===== config.mk =====
export PLATFORM = sky130hd
export DESIGN_NAME = mmp_back_flat
export DESIGN_NICKNAME = d
export VERILOG_FILES = /design/src/sv/mmp_pkg.sv /design/src/sv/mmp_if.sv /design/src/sv/mmp_back.sv /design/src/flat_wrapper.sv
export SDC_FILE = /design/constraint.sdc
export NUM_CORES = 1
export LEC_CHECK = 0
export BUFFER_PORTS_ARGS = -buffer_cell sky130_fd_sc_hd__buf_2
export CAP_MARGIN = 0
export CORE_ASPECT_RATIO = 0.5
export CORE_UTILIZATION = 45
export CTS_CLUSTER_SIZE = 14
export DETAILED_ROUTE_END_ITERATION = 8
export PLACE_DENSITY_LB_ADDON = 0.05
export SLEW_MARGIN = 20
export SYNTH_ARGS = -nofsm -noshare
export SYNTH_HDL_FRONTEND = slang
export SYNTH_SLANG_ARGS = --single-unit
export TNS_END_PERCENT = 100

===== constraint.sdc =====
create_clock -name clock -period 3.1 [get_ports clock]
set_input_delay 0.465 -clock clock [delete_from_list [all_inputs] [get_ports clock]]
set_output_delay 0.465 -clock clock [all_outputs]
set_load 0.05 [all_outputs]

===== src/sv/mmp_pkg.sv =====
// Shared constants, register codes and queue entry types for the masked pack block.
package mmp_pkg;

   localparam int MAX_DIMS    = 4;
   localparam int MAX_EXTENT  = 1024;
   localparam int DATA_WIDTH  = 64;

   localparam int DIM_W       = $clog2(MAX_DIMS);
   localparam int IDX_W       = $clog2(MAX_EXTENT);
   localparam int EXT_W       = 11;
   localparam int DCNT_W      = 3;
   localparam int POS_W       = 40;

   localparam int CSR_ADDR_W  = 3;
   localparam int CSR_DATA_W  = 11;

   localparam int QUEUE_DEPTH = 4;
   localparam int QPTR_W      = $clog2(QUEUE_DEPTH);
   localparam int QCNT_W      = QPTR_W + 1;

   // register indexes
   localparam logic [CSR_ADDR_W-1:0] CSR_DIM_COUNT = 3'd0;
   localparam logic [CSR_ADDR_W-1:0] CSR_EXTENT_0  = 3'd1;

   // item kinds
   localparam logic REQ_MASK = 1'b0;
   localparam logic REQ_DATA = 1'b1;

   typedef struct packed {
      logic [DATA_WIDTH-1:0] value;
      logic                  keep;
      logic                  wrap;
   } mmp_entry_type;

   typedef struct packed {
      logic          valid;
      mmp_entry_type entry;
   } mmp_slot_type;

endpackage


===== src/sv/mmp_if.sv =====


interface mmp_rsp_if;
   import mmp_pkg::*;

   logic                         valid;
   logic                         ready;
   logic signed [DATA_WIDTH-1:0] packed_value;
   logic [POS_W-1:0]             packed_position;

   modport source (output valid, packed_value, packed_position, input ready);
   modport sink   (input valid, packed_value, packed_position, output ready);
endinterface


===== src/sv/mmp_back.sv =====
// Back end: packed position counter and response output register.
module mmp_back (
   input  logic                  clock,
   input  logic                  reset,
   input  mmp_pkg::mmp_slot_type head,
   output logic                  pop,
   mmp_rsp_if.source             rsp
);
   import mmp_pkg::*;

   logic                  rsp_valid_ff, rsp_valid_in;
   logic [DATA_WIDTH-1:0] rsp_value_ff;
   logic [POS_W-1:0]      rsp_pos_ff;
   logic [POS_W-1:0]      count_ff, count_in;
   logic                  emit;

   assign pop  = head.valid && (!rsp_valid_ff || rsp.ready);
   assign emit = pop && head.entry.keep;

   always_comb begin
      rsp_valid_in = rsp_valid_ff && !rsp.ready;
      if (emit) begin
         rsp_valid_in = 1'b1;
      end
      count_in = count_ff;
      if (pop) begin
         if (head.entry.wrap) begin
            count_in = '0;
         end else if (head.entry.keep) begin
            count_in = count_ff + POS_W'(1);
         end
      end
   end

   always_ff @(posedge clock) begin
      if (reset) begin
         rsp_valid_ff <= 1'b0;
         count_ff     <= '0;
      end else begin
         rsp_valid_ff <= rsp_valid_in;
         count_ff     <= count_in;
      end
   end

   always_ff @(posedge clock) begin
      if (emit) begin
         rsp_value_ff <= head.entry.value;
         rsp_pos_ff   <= count_ff;
      end
   end

   assign rsp.valid           = rsp_valid_ff;
   assign rsp.packed_value    = rsp_value_ff;
   assign rsp.packed_position = rsp_pos_ff;

endmodule


===== src/flat_wrapper.sv =====
// flat-port wrapper written by rule: the top's interface ports become plain ports
module mmp_back_flat import mmp_pkg::*;
  (clock, reset, head, pop, rsp_valid, rsp_packed_value, rsp_packed_position, rsp_ready);
  mmp_rsp_if rsp_i ();
  input  logic clock;
  input  logic reset;
  input  mmp_pkg::mmp_slot_type head;
  output logic pop;
  output wire logic [$bits(rsp_i.valid)-1:0] rsp_valid;
  output wire logic [$bits(rsp_i.packed_value)-1:0] rsp_packed_value;
  output wire logic [$bits(rsp_i.packed_position)-1:0] rsp_packed_position;
  input wire logic [$bits(rsp_i.ready)-1:0] rsp_ready;
  assign rsp_valid = rsp_i.valid;
  assign rsp_packed_value = rsp_i.packed_value;
  assign rsp_packed_position = rsp_i.packed_position;
  assign rsp_i.ready = rsp_ready;
  mmp_back u_core (.clock(clock), .reset(reset), .head(head), .pop(pop), .rsp(rsp_i));
endmodule

==> impl_metrics.toml <==
[yosys]
synth_top_area_frac = 0.613
synth-seq-area-share = 0.775
synthesis.area_um2 = 5090
netlist_top_cells_area = "edfxtp_1 61%, dfxtp_1 16%, xnor2_1 3.1%, nor2_1 2.4%, xor2_1 1.5%"
synth-seq-cells = 145
synthCells = 338
synthArstFlopShare = 0
synth.distinct_cells = 37
synth_edf_count = 104
ys.flop_type = "edfxtp_1"
yosys_warnings = 0
syn_nets = 409
yosys.area.top_type = "edfxtp_1"
synth.avg_cell_area_um2 = 15.1

[clocking]
hold_buffers = 0
cts_buffers = 17
cts.sinks = 145
ctsLongestPathBuffers = 2
postCtsSetupRepairBufs = 0
htreeDepth = 4
path_clk_slew_ns = 0.06
ctsResizeCount = 0
clk_latency_ns = 0.41
root_buffer = "clkbuf_16"
cts_tree = "done"

[timing]
clock.fmax_ghz = 0.428
tns_ns = 0
slew_headroom = 0.504
slew_violations = 0
period_minus_slack_ns = 2.34
setup_violations = 0
period_share = 0.754
tightest_slew_ns = 0.743
grt_setup_unrepaired = "no"
timing.final.ws_setup_ns = 0.764
clock_skew_ns = 0.00982
hold_violations = 0

[floorplanning]
die_x_um = 152
dieHeight_um = 77.2
start_util = 0.462
io-pin-count = 176
die_area_um2 = 11800
rows = 27
core_um2 = 11000

[grt]
antenna_found_initial = 0
grt_max_degree = 81
grt_pass1_vias = 3131
overflow = 0
grtUsageTotal = 0.187
grt_pass1_wl_mm = 16.5

[placement]
io_buffers = 175
pre_cts_slack_ns = 0.788
dpl.hpwl_mm = 7.08
dp.cells = 650
gp_congestion = 0.728

[worst_setup_path]
cp_max_fo = 18
cp-end-kind = "register"
path_class = "reg2reg"
worst-endpoint-arrival_ns = 2.66
cp-start-kind = "register"
required_ns = 3.43

[drt]
postRouteAntennaNets = 0
routedWlPerCell_um = 15.7
vias_per_cell = 4.90
vias = 3344
dr.first_iter.drc_count = 181
routed_wl_mm = 10.7
drc = 13
first_pass_iters = 8

[job]
drv_cap = 0

[cells_and_area]
drive_gt1_frac = 0.400
antenna_cells = 0
nFillCells = 880
multi_input_area_um2 = 1080
layout.nets = 595
seqCellArea_um2 = 3940
fin_util = 0.610
final_cells = 682
syn2layout_area_growth_pct = 32.0

[run_status]
violations = "DRC"
status = "complete, but fails checks"

[hold_path]
hold_class = "in2reg"

[pwr]
ir_drop_v = 0.000371
finalPower_mw = 4.53
p_leak_nw = 2.50
pwr_density_cell_nw_per_um2 = 674
[flip-flops by register name, summed over array words and instances (netlist names)]
signal / cells
u_core.rsp.packed_position: 40
u_core.rsp.packed_value: 64
u_core.count_ff: 40
u_core.rsp.valid: 1
[path summary, 6_finish.rpt]
check,depth (start not counted),from,slack [ns],endpoint
setup / recovery,5,u_core.count_ff[2],0.76,u_core.count_ff[33]
setup reg to reg,5,u_core.count_ff[2],0.76,u_core.count_ff[33]
hold reg to reg,0,u_core.count_ff[1],0.48,u_core.rsp.packed_position[1]
hold / removal,1,head[10],0.22,u_core.rsp.packed_value[8]
[per-layer routing]
layer | vias to the layer above | track usage | share of wire
met5 | - | 0 | 0
met2 | 96 | 0.290 | 0.46
met3 | 6 | 0.0701 | 0.081
li1 | 1642 | - | -
met4 | 0 | 0.0697 | 0.0060
met1 | 1600 | 0.239 | 0.45
[worst max-delay path, cell delays in order, from the launching register on]
cell and delay, ns:
dfxtp_1 0.42, and4_4 0.29, nand4_4 0.26, or4_1 0.75, or3_1 0.36, a21oi_1 0.16
[synthesized netlist by cell type, types with 5 or more instances]
master and instances:
a21oi_1 13, and4_1 5, clkbuf_1 6, dfxtp_1 41, edfxtp_1 104, inv_1 7
nand2_1 12, nand3_1 15, nand4_1 8, nor2_1 32, nor3_1 7, nor4_1 10
o21ai_0 10, or3_1 8, or4_1 5, xnor2_1 18, xor2_1 9
[through the flow]
stage | area (um2) | hold slack, ns
2_1_floorplan | 5090 | 0.422
3_3_place_gp | 6140 | 0.463
3_5_place_dp | 6140 | 0.456
4_1_cts | 6720 | 0.208
5_1_grt | 6720 | 0.203
6_report | 6720 | 0.223
[final cells by class]
class / instances / share of cell area
Multi-Input combinational cell: 176 / 0.160
Clock inverter: 9 / 0.0160
Clock buffer: 23 / 0.0713
Tap cell: 145 / 0.0270
Timing Repair Buffer: 177 / 0.134
Sequential cell: 145 / 0.587
Inverter: 7 / 0.00447
[power by group]
group / internal, mW / switching, mW
combinational: 0.0748 / 0.290
clock: 1.25 / 0.757
sequential: 2.14 / 0.0138
total: 3.47 / 1.06
[placed cells by master, fill, tap and decap left out, types with 2 or more instances in the layout]
master	count
buf_2	175
edfxtp_1	104
dfxtp_1	41
nor2_1	32
xnor2_1	18
clkbuf_16	18
nand3_1	15
a21oi_1	13
nand2_1	12
o21ai_0	10
nor4_1	10
xor2_1	9
or3_1	8
nand4_1	8
nor3_1	7
inv_1	6
and4_1	5
or4_1	5
or3_2	4
clkbuf_1	4
clkinvlp_4	3
and2_1	3
and3_1	3
clkinv_2	3
o31ai_1	2
bufinv_16	2
[cell families (layout without fill, tap and decap cells)]
kind of cell,after synthesis,in the layout,synth area share
buf+inv,17,216,0.0138
simple gates,118,118,0.128
compound gates,30,30,0.0344
xor+xnor,27,27,0.0464
flops,145,145,0.775
fa+ha+maj,1,1,0.00246
Power figures use the tool's default switching activity.
