### src/sv/mmp_pkg.sv
// Shared constants, register codes and queue entry types for the masked pack block.
package mmp_pkg;

   localparam int MAX_DIMS    = 4;
   localparam int MAX_EXTENT  = 1024;
   localparam int DATA_WIDTH  = 64;

   localparam int DIM_W       = $clog2(MAX_DIMS);
   localparam int IDX_W       = $clog2(MAX_EXTENT);
   localparam int EXT_W       = 11;
   localparam int DCNT_W      = 3;
   localparam int POS_W       = 40;

   localparam int CSR_ADDR_W  = 3;
   localparam int CSR_DATA_W  = 11;

   localparam int QUEUE_DEPTH = 4;
   localparam int QPTR_W      = $clog2(QUEUE_DEPTH);
   localparam int QCNT_W      = QPTR_W + 1;

   // register indexes
   localparam logic [CSR_ADDR_W-1:0] CSR_DIM_COUNT = 3'd0;
   localparam logic [CSR_ADDR_W-1:0] CSR_EXTENT_0  = 3'd1;

   // item kinds
   localparam logic REQ_MASK = 1'b0;
   localparam logic REQ_DATA = 1'b1;

   typedef struct packed {
      logic [DATA_WIDTH-1:0] value;
      logic                  keep;
      logic                  wrap;
   } mmp_entry_type;

   typedef struct packed {
      logic          valid;
      mmp_entry_type entry;
   } mmp_slot_type;

endpackage

### src/sv/mmp_queue.sv
// Small FIFO between the lookup front end and the output back end.
module mmp_queue (
   input  logic                       clock,
   input  logic                       reset,
   input  mmp_pkg::mmp_slot_type      push,
   input  logic                       pop,
   output mmp_pkg::mmp_slot_type      head,
   output logic [mmp_pkg::QCNT_W-1:0] count
);
   import mmp_pkg::*;

   mmp_entry_type     slots [QUEUE_DEPTH];
   logic [QPTR_W-1:0] wr_ptr_ff, wr_ptr_in;
   logic [QPTR_W-1:0] rd_ptr_ff, rd_ptr_in;
   logic [QCNT_W-1:0] count_ff, count_in;
   logic              do_push;
   logic              do_pop;

   // front end never pushes without a free slot
   assign do_push = push.valid;
   assign do_pop  = pop && (count_ff != '0);

   always_comb begin
      wr_ptr_in = do_push ? wr_ptr_ff + QPTR_W'(1) : wr_ptr_ff;
      rd_ptr_in = do_pop  ? rd_ptr_ff + QPTR_W'(1) : rd_ptr_ff;
      count_in  = count_ff + QCNT_W'(do_push) - QCNT_W'(do_pop);
   end

   always_ff @(posedge clock) begin
      if (reset) begin
         wr_ptr_ff <= '0;
         rd_ptr_ff <= '0;
         count_ff  <= '0;
      end else begin
         wr_ptr_ff <= wr_ptr_in;
         rd_ptr_ff <= rd_ptr_in;
         count_ff  <= count_in;
      end
   end

   always_ff @(posedge clock) begin
      if (do_push) begin
         slots[wr_ptr_ff] <= push.entry;
      end
   end

   assign head.valid = count_ff != '0;
   assign head.entry = slots[rd_ptr_ff];
   assign count      = count_ff;

endmodule

### config.mk
export PLATFORM = sky130hd
export DESIGN_NAME = mmp_queue
export DESIGN_NICKNAME = d
export VERILOG_FILES = /design/src/sv/mmp_pkg.sv /design/src/sv/mmp_queue.sv
export SDC_FILE = /design/constraint.sdc
export NUM_CORES = 1
export LEC_CHECK = 0
export ABC_AREA = 1
export BUFFER_PORTS_ARGS = -buffer_cell sky130_fd_sc_hd__buf_2
export CAP_MARGIN = 20
export CORE_MARGIN = 3
export CORE_UTILIZATION = 62
export DETAILED_ROUTE_END_ITERATION = 10
export PLACE_DENSITY = 0.85
export SYNTH_ARGS = -nofsm -noshare
export SYNTH_HDL_FRONTEND = slang
export SYNTH_SLANG_ARGS = --single-unit
### constraint.sdc
create_clock -name clock -period 4.28 [get_ports clock]
set_input_delay 0.856 -clock clock [delete_from_list [all_inputs] [get_ports clock]]
set_output_delay 0.856 -clock clock [all_outputs]
set_load 0.02 [all_outputs]
==> summary.md, run 1 <==
| Metric | Value |
|---|---|
| Status | `completed` |
| Number of synthesized flops with an enable pin | `approximately 260` |
| Dominant cells by area after synthesis | `edfxtp_1 (73%), o21ai_0 (5.5%), o22ai_2 (4.6%)` |
| Post_cts resized | `0` |
| Max Freq | `281 MHz` |
| Setup crit start kind | `flip-flop` |
| # Post-CTS Setup Buffers | `0` |
| Mux cell area share after synthesis | `0%` |
| WL final | `roughly 22000 microns` |
| Adder-cell share of the synthesized area | `less than 1%` |
| Io pins | `140` |
| Flop2flop setup slack | `2.30 ns` |
| First-pass GRT wire length | `35500 microns` |
| Post-Syn Area | `10800 sq um` |
| Die W | `138 microns` |
| Yosys cell types | `24` |
| YS warnings | `0` |
| Fraction of the mapped netlist area in compound gates | `approximately an eighth` |
| Post-detailed-route count of antenna-violating nets | `0` |
| CTS tree | `done` |
| Synth Area per Inst | `15.5 sq um` |
| Worst IR Drop VDD | `0.462 mV` |
| Initial DRC count | `652` |
| CTS Sinks | `273` |
| Fin crit share | `about 83%` |
| RSZ-0062 raised after global routing | `false` |
| CP Class | `reg -> out` |
| Top FF cell, synth | `edfxtp_1` |
| Hold Path Depth | `2` |
| Mapped Cells | `699` |
| Minimum clock period | `3.56 ns` |
| Max clock buf depth | `3` |
| Layout cells sized above 1 | `34.1%` |
| Final hold vios | `0` |
| Clock skew | `~0.007 ns` |
| Crit path DAT | `2.71 ns` |
| Core region area | `around 17000 sq um` |
| CP required | `3.42 ns` |
| Clk pin slew, worst setup/hold paths | `0.06 ns` |
| Largest net degree at the start of global routing | `81` |
| Final Max Tran Viols | `0` |
| Starting Density | `64.5%` |
| Endpoint class of the critical path | `primary output` |
| Leakage | `4.40 nW` |
| Beginning of the worst register-to-register path | `wr_ptr_ff[1]` |
| Vias in the first global route | `6647` |
| Synth cell count leaders | `edfxtp_1 (264), o21ai_0 (120), nor2_1 (94), nor2_4 (40), o22ai_2 (40)` |
| Layout area overhead | `16.1%` |
| Syn_nets | `roughly 780` |
| Routability cong. | `0.782` |
| CTS H-tree lvls | `1` |
| Post-route cell area | `12600 sq um` |
| Register-to-Register Path Depth | `5` |
| FFs w/ async S/R, synth | `0%` |
| Placed Area | `11600 sq um` |
| DR pass1 iterations | `4` |
| Yosys top cell area share | `73.1%` |
| Cts bufs inserted | `26` |
| DR WL/cell | `20.7 microns` |
| DRC Markers | `0` |
| Hold Crit Endpoint | `rd_ptr_ff[0]` |
| #FFs+latches synth | `273` |
| Slew margin rel. | `45.0%` |
| Largest family of logic cells by synthesized area | `compound AO/OA/AOI/OAI gates` |
| Fin nets | `916` |
| Crit path max fanout | `80` |
| Area leader, netlist | `edfxtp_1` |
| Clk_lat worst skew | `roughly 0.52 ns` |
| DP Wirelength | `13400 microns` |
| Max-Cap Viols | `0` |
| Port bufs | `139` |
| Synth Area in Simple Gates | `8.21%` |
| CTS Root Cell | `clkbuf_16` |
| CTS Hold Bufs | `0` |
| Routed vias | `6422` |
| Gr ovfl total | `0` |
| Die area | `19100 sq um` |
| Post-synthesis sequential area ratio | `between 70% and 80%` |
| Die Ht | `between 100 and 150 microns` |
| Synth Area in XOR/XNOR | `0%` |
| Setup TNS | `0 ns` |
| Vias per cell | `5.94` |
| Worst min path class | `reg -> reg` |
| Worst R2R End | `slots[1][33]` |
| Total GRT Usage | `23.1%` |
| Initial antenna violation count | `4` |
| Cell area power density | `a little under 600 nW/um^2` |
| Worst-Margin Slew | `0.825 ns` |
| Row Count | `47` |
| Final setup vio count | `0` |
| Top-count cell post-synth | `edfxtp_1` |
| Hold Crit Start | `rd_ptr_ff[0]` |
## area by class of cell
| cell class | count | area, sq um |
|---|---|---|
| Sequential cell | 273 | 8110 |
| Fill cell | 1000 | 4230 |
| Multi-Input combinational cell | 366 | 2370 |
| Timing Repair Buffer | 154 | 808 |
| Clock buffer | 33 | 718 |
| Tap cell | 220 | 275 |
| Clock inverter | 15 | 228 |
| Inverter | 18 | 72.6 |
| Antenna cell | 3 | 7.51 |
## registers in the layout, summed over array words and instances (netlist names), named ones only
signal and flops:
slots 264, wr_ptr_ff 2, rd_ptr_ff 2, count 3
## critical path, stage by stage (launching register included)
cell     delay (ns)
dfxtp_4        0.70
buf_4          0.69
o21ai_0        0.24
o22ai_1        0.28
buf_2          0.21
## layout by cell type (no fill, tap or decap), types with 3 or more instances in the layout
cell	instances
diode_2	3
nor2_1	94
clkbuf_1	4
edfxtp_1	264
clkinv_2	5
bufinv_16	6
inv_2	5
dfxtp_1	7
ha_1	6
nor2_4	40
nand2_1	12
inv_1	12
nor2_2	5
o22ai_1	26
o22ai_2	40
o21ai_2	4
clkbuf_16	27
a21oi_1	5
buf_2	139
o21ai_1	10
o21ai_0	120
buf_4	15
## power breakdown
part / internal, mW / switching (mW) / total, mW
Clock: 1.55 / 0.930 / 2.48
Sequential: 3.07 / 0.0873 / 3.16
Combinational: 0.538 / 1.20 / 1.74
Total: 5.16 / 2.22 / 7.38
## kinds of logic (layout without fill, tap and decap cells)
kind of cell               Yosys count  after routing
DFF                                273            273
and+or+nand+nor                    153            153
adders and majority gates            7              7
other                                0              3
buffers and inverters               60            220
AOI/OAI and AO/OA                  206            206
## metal layers
metal / wire length, microns / global-route usage, % / share of wire (%) / vias to the layer above
met5: 7 / 0 / 0.031 / -
met3: 1440 / 3.83 / 6.4 / 53
met4: 670 / 8.42 / 3.0 / 2
li1: - / - / - / 2905
met1: 8720 / 29.9 / 39 / 3221
met2: 11600 / 39.7 / 52 / 241
## how the worst max path moves through the flow
stage	startpoint	to	slack [ns]
after floorplan	push[66]	slots[0][0]	1.69
after global placement	flip-flop	head[8]	1.37
after detailed placement	flip-flop	head[1]	1.27
after CTS	flip-flop	head[1]	0.72
after global routing	flip-flop	head[1]	0.53
final	flip-flop	head[1]	0.72
## through the flow
| stage | std cells | hold slack, ns | total power, mW | utilization, % | setup slack [ns] |
|---|---|---|---|---|---|
| floorplan | 699 | 0.448 | 4.49 | - | 1.69 |
| global placement | 1031 | 0.469 | 4.88 | 69.2 | 1.37 |
| detailed placement | 1031 | 0.501 | 4.96 | 69.2 | 1.27 |
| CTS | 1079 | 0.502 | 7.42 | 74.8 | 0.715 |
| global route | 1082 | 0.512 | 7.67 | 74.8 | 0.525 |
| finish | 1082 | 0.509 | 7.38 | 74.8 | 0.716 |
Power figures use the tool's default switching activity.
==> run 2: changes to the inputs <==
Settings changed: ABC_AREA 1 to 0, CORE_UTILIZATION 62 to 51, PLACE_DENSITY 0.85 to 0.75.
Clock period 4.28 ns to 3 ns, I/O delays scaled along.
==> summary.md, run 2 <==
| Metric | Value |
|---|---|
| Max-Cap Viols | `0 (unchanged)` |
| CTS H-tree lvls | `1 (unchanged)` |
| Largest net degree at the start of global routing | `50 (-38%)` |
| DR WL/cell | `21.0 microns (+1.5%)` |
| Row Count | `50 (+6.4%)` |
| Area leader, netlist | `edfxtp_1` |
| Hold Crit Endpoint | `slots[3][24]` |
| Routability cong. | `0.729 (-6.8%)` |
| Dominant cells by area after synthesis | `edfxtp_1 (79%), mux4_2 (15%), dfxtp_1 (1.8%)` |
| Top FF cell, synth | `edfxtp_1` |
| Endpoint class of the critical path | `primary output` |
| Mapped Cells | `389 (-44%)` |
| Layout area overhead | `19.8%` |
| Most common cell after layout, fill and taps aside | `edfxtp_1` |
| Syn_nets | `466 (-40%)` |
| Number of synthesized flops with an enable pin | `264 (unchanged)` |
| Clock skew | `0.00668 ns (-0.000127 ns)` |
| Slew margin rel. | `63.9% (+19 points)` |
| Worst-Margin Slew | `0.541 ns (-0.284 ns)` |
| Register-to-Register Path Depth | `7 (+2)` |
| Max reg flops | `264 (unchanged)` |
| CTS Root Cell | `clkbuf_16` |
| FFs w/ async S/R, synth | `0% (unchanged)` |
| Die area | `21300 sq um (+11%)` |
| Inst Count DP | `784 (-24%)` |
| DRC Markers | `0 (unchanged)` |
| Minimum clock period | `2.77 ns` |
| Setup crit start kind | `flip-flop` |
| Vias per cell | `5.42 (-8.6%)` |
| Top-count cell post-synth | `edfxtp_1` |
| Leakage | `4.06 nW (-7.8%)` |
| Post-synthesis sequential area ratio | `81.2% (+6.4 points)` |
| Cell area power density | `805 nW/um^2 (+37%)` |
| Most flop-heavy register | `slots` |
| Post-detailed-route count of antenna-violating nets | `0 (unchanged)` |
| #FFs+latches synth | `273 (unchanged)` |
| Clk_lat worst skew | `0.51 ns (about the same)` |
| RSZ-0062 raised after global routing | `false` |
| CTS tree | `done` |
| Port bufs | `139 (unchanged)` |
| Io pins | `140 (unchanged)` |
| Flop2flop setup slack | `1.00 ns (-1.30 ns)` |
| Beginning of the worst register-to-register path | `count[1]` |
| Final hold vios | `0 (unchanged)` |
| WL final | `17500 microns (-22%)` |
| CTS Hold Bufs | `0 (unchanged)` |
| Initial antenna violation count | `2 (-2)` |
| DR pass1 iterations | `4 (unchanged)` |
| Fin crit share | `92.3%` |
| Post-Syn Area | `9990 sq um (-7.9%)` |
| Initial DRC count | `189 (-71%)` |
| Hold Path Depth | `1 (-1)` |
| Hold Crit Start | `push[24]` |
| Layout cells sized above 1 | `45.8% (+12 points)` |
| Max stage delay cell, worst path | `dfxtp_4` |
| YS warnings | `0 (unchanged)` |
| # Post-CTS Setup Buffers | `0 (unchanged)` |
| Synth cell count leaders | `edfxtp_1 (264), mux4_2 (66), dfxtp_1 (9), ha_1 (6), inv_1 (6)` |
| Clk pin slew, worst setup/hold paths | `0.06 ns (about the same)` |
| Total GRT Usage | `16.8% (-6.3 points)` |
| Max clock buf depth | `3 (unchanged)` |
| Cts bufs inserted | `28 (+7.7%)` |
| CTS Sinks | `273 (unchanged)` |
| Status | `completed` |
| Yosys top cell area share | `79.4% (+6.2 points)` |
| Commonest cells after routing, fill and taps aside | `edfxtp_1 (264), buf_2 (139), mux4_2 (66), clkbuf_16 (29)` |
| CP required | `2.40 ns (-1.02 ns)` |
| Die W | `146 microns (+5.6%)` |
| Max stage delay on crit path | `0.65 ns (-0.05 ns)` |
| Synth Area per Inst | `25.7 sq um (+66%)` |
| First-pass GRT wire length | `28000 microns (-21%)` |
| Crit path DAT | `2.17 ns (-0.54 ns)` |
| Routed vias | `4529 (-29%)` |
| Gr ovfl total | `0 (unchanged)` |
| CP Cell Sequence | `buf_4 > mux4_2 > buf_2` |
| Die Ht | `146 microns (+5.6%)` |
| Fin nets | `631 (-31%)` |
| Max Freq | `361 MHz` |
| Vias in the first global route | `4984 (-25%)` |
| Worst IR Drop VDD | `0.583 mV (+26%)` |
| Setup TNS | `0 ns (unchanged)` |
| Worst R2R End | `count[2]` |
| Final setup vio count | `0 (unchanged)` |
| Fin cells | `835 (-23%)` |
| Starting Density | `52.7% (-12 points)` |
| Crit path max fanout | `23 (-71%)` |
| Worst min path class | `in -> reg` |
| DP Wirelength | `10900 microns (-19%)` |
| CP Class | `reg -> out` |
| Yosys cell types | `20 (-17%)` |
| Core region area | `19000 sq um (+13%)` |
| Final Max Tran Viols | `0 (unchanged)` |
| Post_cts resized | `0 (unchanged)` |
[run 2: cell count changes after synthesis, moves of 6 or more]
cell      delta
buf_2        -6
clkbuf_1    -18
inv_1       -10
mux4_2      +66
nand2_1     -12
nor2_1      -89
nor2_4      -40
o21ai_0    -120
o21ai_1     -10
o22ai_1     -26
o22ai_2     -40
[run 2: per-stage QoR]
stage	power [mW]	instance area [sq um]	setup slack, ns	util (%)	hold WS [ns]
4_1_cts	9.76	12000	0.144	63.1	0.270
6_report	9.63	12000	0.230	63.1	0.292
3_3_place_gp	6.49	11100	0.681	58.5	0.529
3_5_place_dp	6.54	11100	0.691	58.5	0.561
2_1_floorplan	5.92	9990	0.418	-	0.514
5_1_grt	10.0	12000	0.0805	63.1	0.271
[run 2: critical path: cells and delay by family, from the launching register on]
kind	cells	cell delay (ns)
flops	1	0.65
mux	1	0.52
buf+inv	2	0.47
[run 2: how the worst max path moves through the flow]
stage / start / endpoint
floorplan: push[66] / slots[0][0]
global placement: flip-flop / head[60]
detailed placement: flip-flop / head[60]
CTS: flip-flop / head[60]
global route: flip-flop / head[60]
finish: flip-flop / head[58]
[run 2: routing by layer]
| metal | global-route usage [%] | part of all wire (%) | wire length (microns) | up-vias |
|---|---|---|---|---|
| met3 | 4.27 | 6.1 | 1070 | 34 |
| met5 | 0 | 0.13 | 23 | - |
| met2 | 28.9 | 52 | 9040 | 139 |
| met1 | 21.8 | 40 | 6970 | 2366 |
| li1 | - | - | - | 1986 |
| met4 | 3.85 | 2.4 | 427 | 4 |
[run 2: cells by family (layout without fill, tap and decap cells)]
logic type / count (synthesis) / count (layout) / share of synthesized area, %
xor gates and xnor gates: 2 / 2 / 0.326
and+or+nand+nor: 14 / 14 / 0.752
other: 0 / 1 / 0
muxes: 70 / 70 / 15.3
DFF: 273 / 273 / 81.2
AOI/OAI and AO/OA: 2 / 2 / 0.175
buffers and inverters: 21 / 206 / 1.30
adders and majority gates: 7 / 7 / 0.952
[run 2: area by class of cell]
class                           instances  area, sq um
Tap cell                              260          325
Multi-Input combinational cell         95         1760
Fill cell                            1286         6990
Antenna cell                            1         2.50
Timing Repair Buffer                  150          866
Inverter                                6         22.5
Clock buffer                           35          748
Sequential cell                       273         8120
Clock inverter                         15          121
[run 2: power breakdown]
group / switching, mW / total, mW / internal [mW]
sequential: 0.155 / 4.56 / 4.40
combinational: 0.985 / 1.86 / 0.871
clock: 1.29 / 3.22 / 1.93
total: 2.43 / 9.63 / 7.20
==> run 3: changes to the inputs <==
Settings changed: CORE_UTILIZATION 51 to 35, GPL_ROUTABILITY_DRIVEN from default to 0, PLACE_DENSITY 0.75 to 0.55.
==> summary.md, run 3 (synthesized netlist as in run 2, its figures left out) <==
| Metric | Value |
|---|---|
| First-pass GRT wire length | `29300 microns (+4.7%)` |
| Worst-Margin Slew | `0.561 ns (+0.0197 ns)` |
| CTS H-tree lvls | `1 (unchanged)` |
| DR WL/cell | `19.9 microns (-5.4%)` |
| Endpoint class of the critical path | `primary output` |
| Initial antenna violation count | `4 (+2)` |
| Vias in the first global route | `4988 (+0.080%)` |
| Post-route cell area | `12200 sq um (+2.0%)` |
| Crit path DAT | `2.14 ns (-0.03 ns)` |
| Ant diodes | `0 (-1)` |
| Gr ovfl total | `0 (unchanged)` |
| CTS Root Cell | `clkbuf_16` |
| Die area | `30600 sq um (+44%)` |
| Sw power | `2.51 mW (+3.4%)` |
| CP required | `2.40 ns (about the same)` |
| Row Count | `61 (+22%)` |
| Max clock buf depth | `3 (unchanged)` |
| Max-Cap Viols | `0 (unchanged)` |
| Final core utilization | `43.7% (-19 points)` |
| Leakage | `4.09 nW (+0.87%)` |
| CTS tree | `done` |
| DRC Markers | `0 (unchanged)` |
| CP Class | `reg -> out` |
| WL final | `18900 microns (+7.9%)` |
| Clk pin slew, worst setup/hold paths | `0.06 ns (about the same)` |
| Clk_lat worst skew | `0.54 ns (+0.03 ns)` |
| Overall power | `10.0 mW (+4.3%)` |
| CTS Hold Bufs | `0 (unchanged)` |
| Slew margin rel. | `62.6% (-1.3 points)` |
| Worst min path class | `in -> reg` |
| Minimum clock period | `2.74 ns (-0.0268 ns)` |
| Starting Density | `35.8% (-17 points)` |
| Comb pwr share | `18.7% (-0.6 points)` |
| CTS Sinks | `273 (unchanged)` |
| Clk network pwr share | `36.6% (+3.2 points)` |
| Clock skew | `0.0192 ns (+0.0125 ns)` |
| Routed vias | `4540 (+0.24%)` |
| Cts bufs inserted | `29 (+3.6%)` |
| Fin nets | `628 (-0.48%)` |
| Final hold vios | `0 (unchanged)` |
| Status | `completed` |
| Most common cell after layout, fill and taps aside | `edfxtp_1` |
| Post-detailed-route count of antenna-violating nets | `0 (unchanged)` |
| Cell area power density | `823 nW/um^2 (+2.2%)` |
| Worst IR Drop VDD | `0.469 mV (-20%)` |
| Max Freq | `365 MHz (+0.98%)` |
| Int Power | `7.53 mW (+4.6%)` |
| Net Sw Frac | `25.0% (-0.23 points)` |
| Most flop-heavy register | `slots` |
| Layout area overhead | `22.2%` |
| Die Ht | `175 microns (+20%)` |
| Final setup vio count | `0 (unchanged)` |
| Core region area | `27900 sq um (+47%)` |
| RSZ-0062 raised after global routing | `false` |
| Initial DRC count | `259 (+37%)` |
| Flop pwr share | `44.7% (-2.6 points)` |
| DR pass1 iterations | `4 (unchanged)` |
| # Post-CTS Setup Buffers | `0 (unchanged)` |
| Commonest cells after routing, fill and taps aside | `edfxtp_1 (264), buf_2 (139), mux4_2 (66), clkbuf_16 (29), dfxtp_1 (7)` |
| Setup TNS | `0 ns (unchanged)` |
| Placed Area | `11200 sq um (+0.95%)` |
| Fin crit share | `91.4% (-0.89 points)` |
| Io pins | `140 (unchanged)` |
| Max reg flops | `264 (unchanged)` |
| Setup crit start kind | `flip-flop` |
| Final Max Tran Viols | `0 (unchanged)` |
| Vias per cell | `4.77 (-12%)` |
| Largest net degree at the start of global routing | `67 (+34%)` |
| DP Wirelength | `11100 microns (+2.3%)` |
| Die W | `175 microns (+20%)` |
| Layout cells sized above 1 | `46.3% (+0.52 points)` |
| Post_cts resized | `0 (unchanged)` |
| Crit path max fanout | `66 (+190%)` |
| Filler instances | `2401 (+87%)` |
| Total GRT Usage | `12.4% (-4.4 points)` |
| Port bufs | `139 (unchanged)` |
[run 3: cell types whose count changed in the layout (fill, tap and decap cells not counted)]
cell / delta
bufinv_16: +3
diode_2: -1
clkbuf_1: -1
buf_12: -1
clkbuf_8: +4
clkinvlp_4: +2
clkinv_4: +1
clkinv_2: -3
buf_4: -3
clkinv_1: -2
[run 3: final timing paths]
path                                    from           end  slack (ns)  cells past startpoint
worst max-delay path               flip-flop      head[58]        0.26                      3
worst min-delay path                push[29]  slots[1][29]        0.27                      1
worst max register to register      count[1]      count[2]        1.04                      7
worst min register to register  wr_ptr_ff[1]  wr_ptr_ff[1]        0.57                      2
[run 3: per-layer routing]
layer	GRT usage (%)	wire, microns	vias up
met2	20.8	9390	143
met1	16.0	7800	2368
li1	-	-	1987
met4	3.03	299	8
met3	3.67	1370	34
met5	0	49	-
[run 3: power groups by stage]
stage                     sequential, mW  clock, mW  combinational [mW]
after floorplan                     4.55          0                1.37
after global placement              4.56          0                1.91
after detailed placement            4.57          0                1.94
after CTS                           4.49       3.78                1.94
after global routing                4.51       3.95                2.04
final                               4.49       3.67                1.88
[run 3: final cells by class]
cell class	instances	area, sq um	area share, %
timing repair buffer	146	823	6.74
clock inverter	16	213	1.74
multi-input combinational	95	1760	14.4
clock buffer	38	800	6.55
sequential	273	8120	66.5
inverter	6	22.5	0.185
tap	378	473	3.87
[run 3: critical path: stages, from the launching register on]
cell and delay, ns:
dfxtp_4 0.35, buf_12 0.44, mux4_2 0.60, buf_2 0.18
[run 3: metrics by stage]
step,hold slack (ns),setup slack (ns),instances
detailed placement,0.561,0.750,898
CTS,0.246,0.175,952
global placement,0.528,0.747,898
finish,0.274,0.257,952
floorplan,0.514,0.418,389
global route,0.252,0.108,952
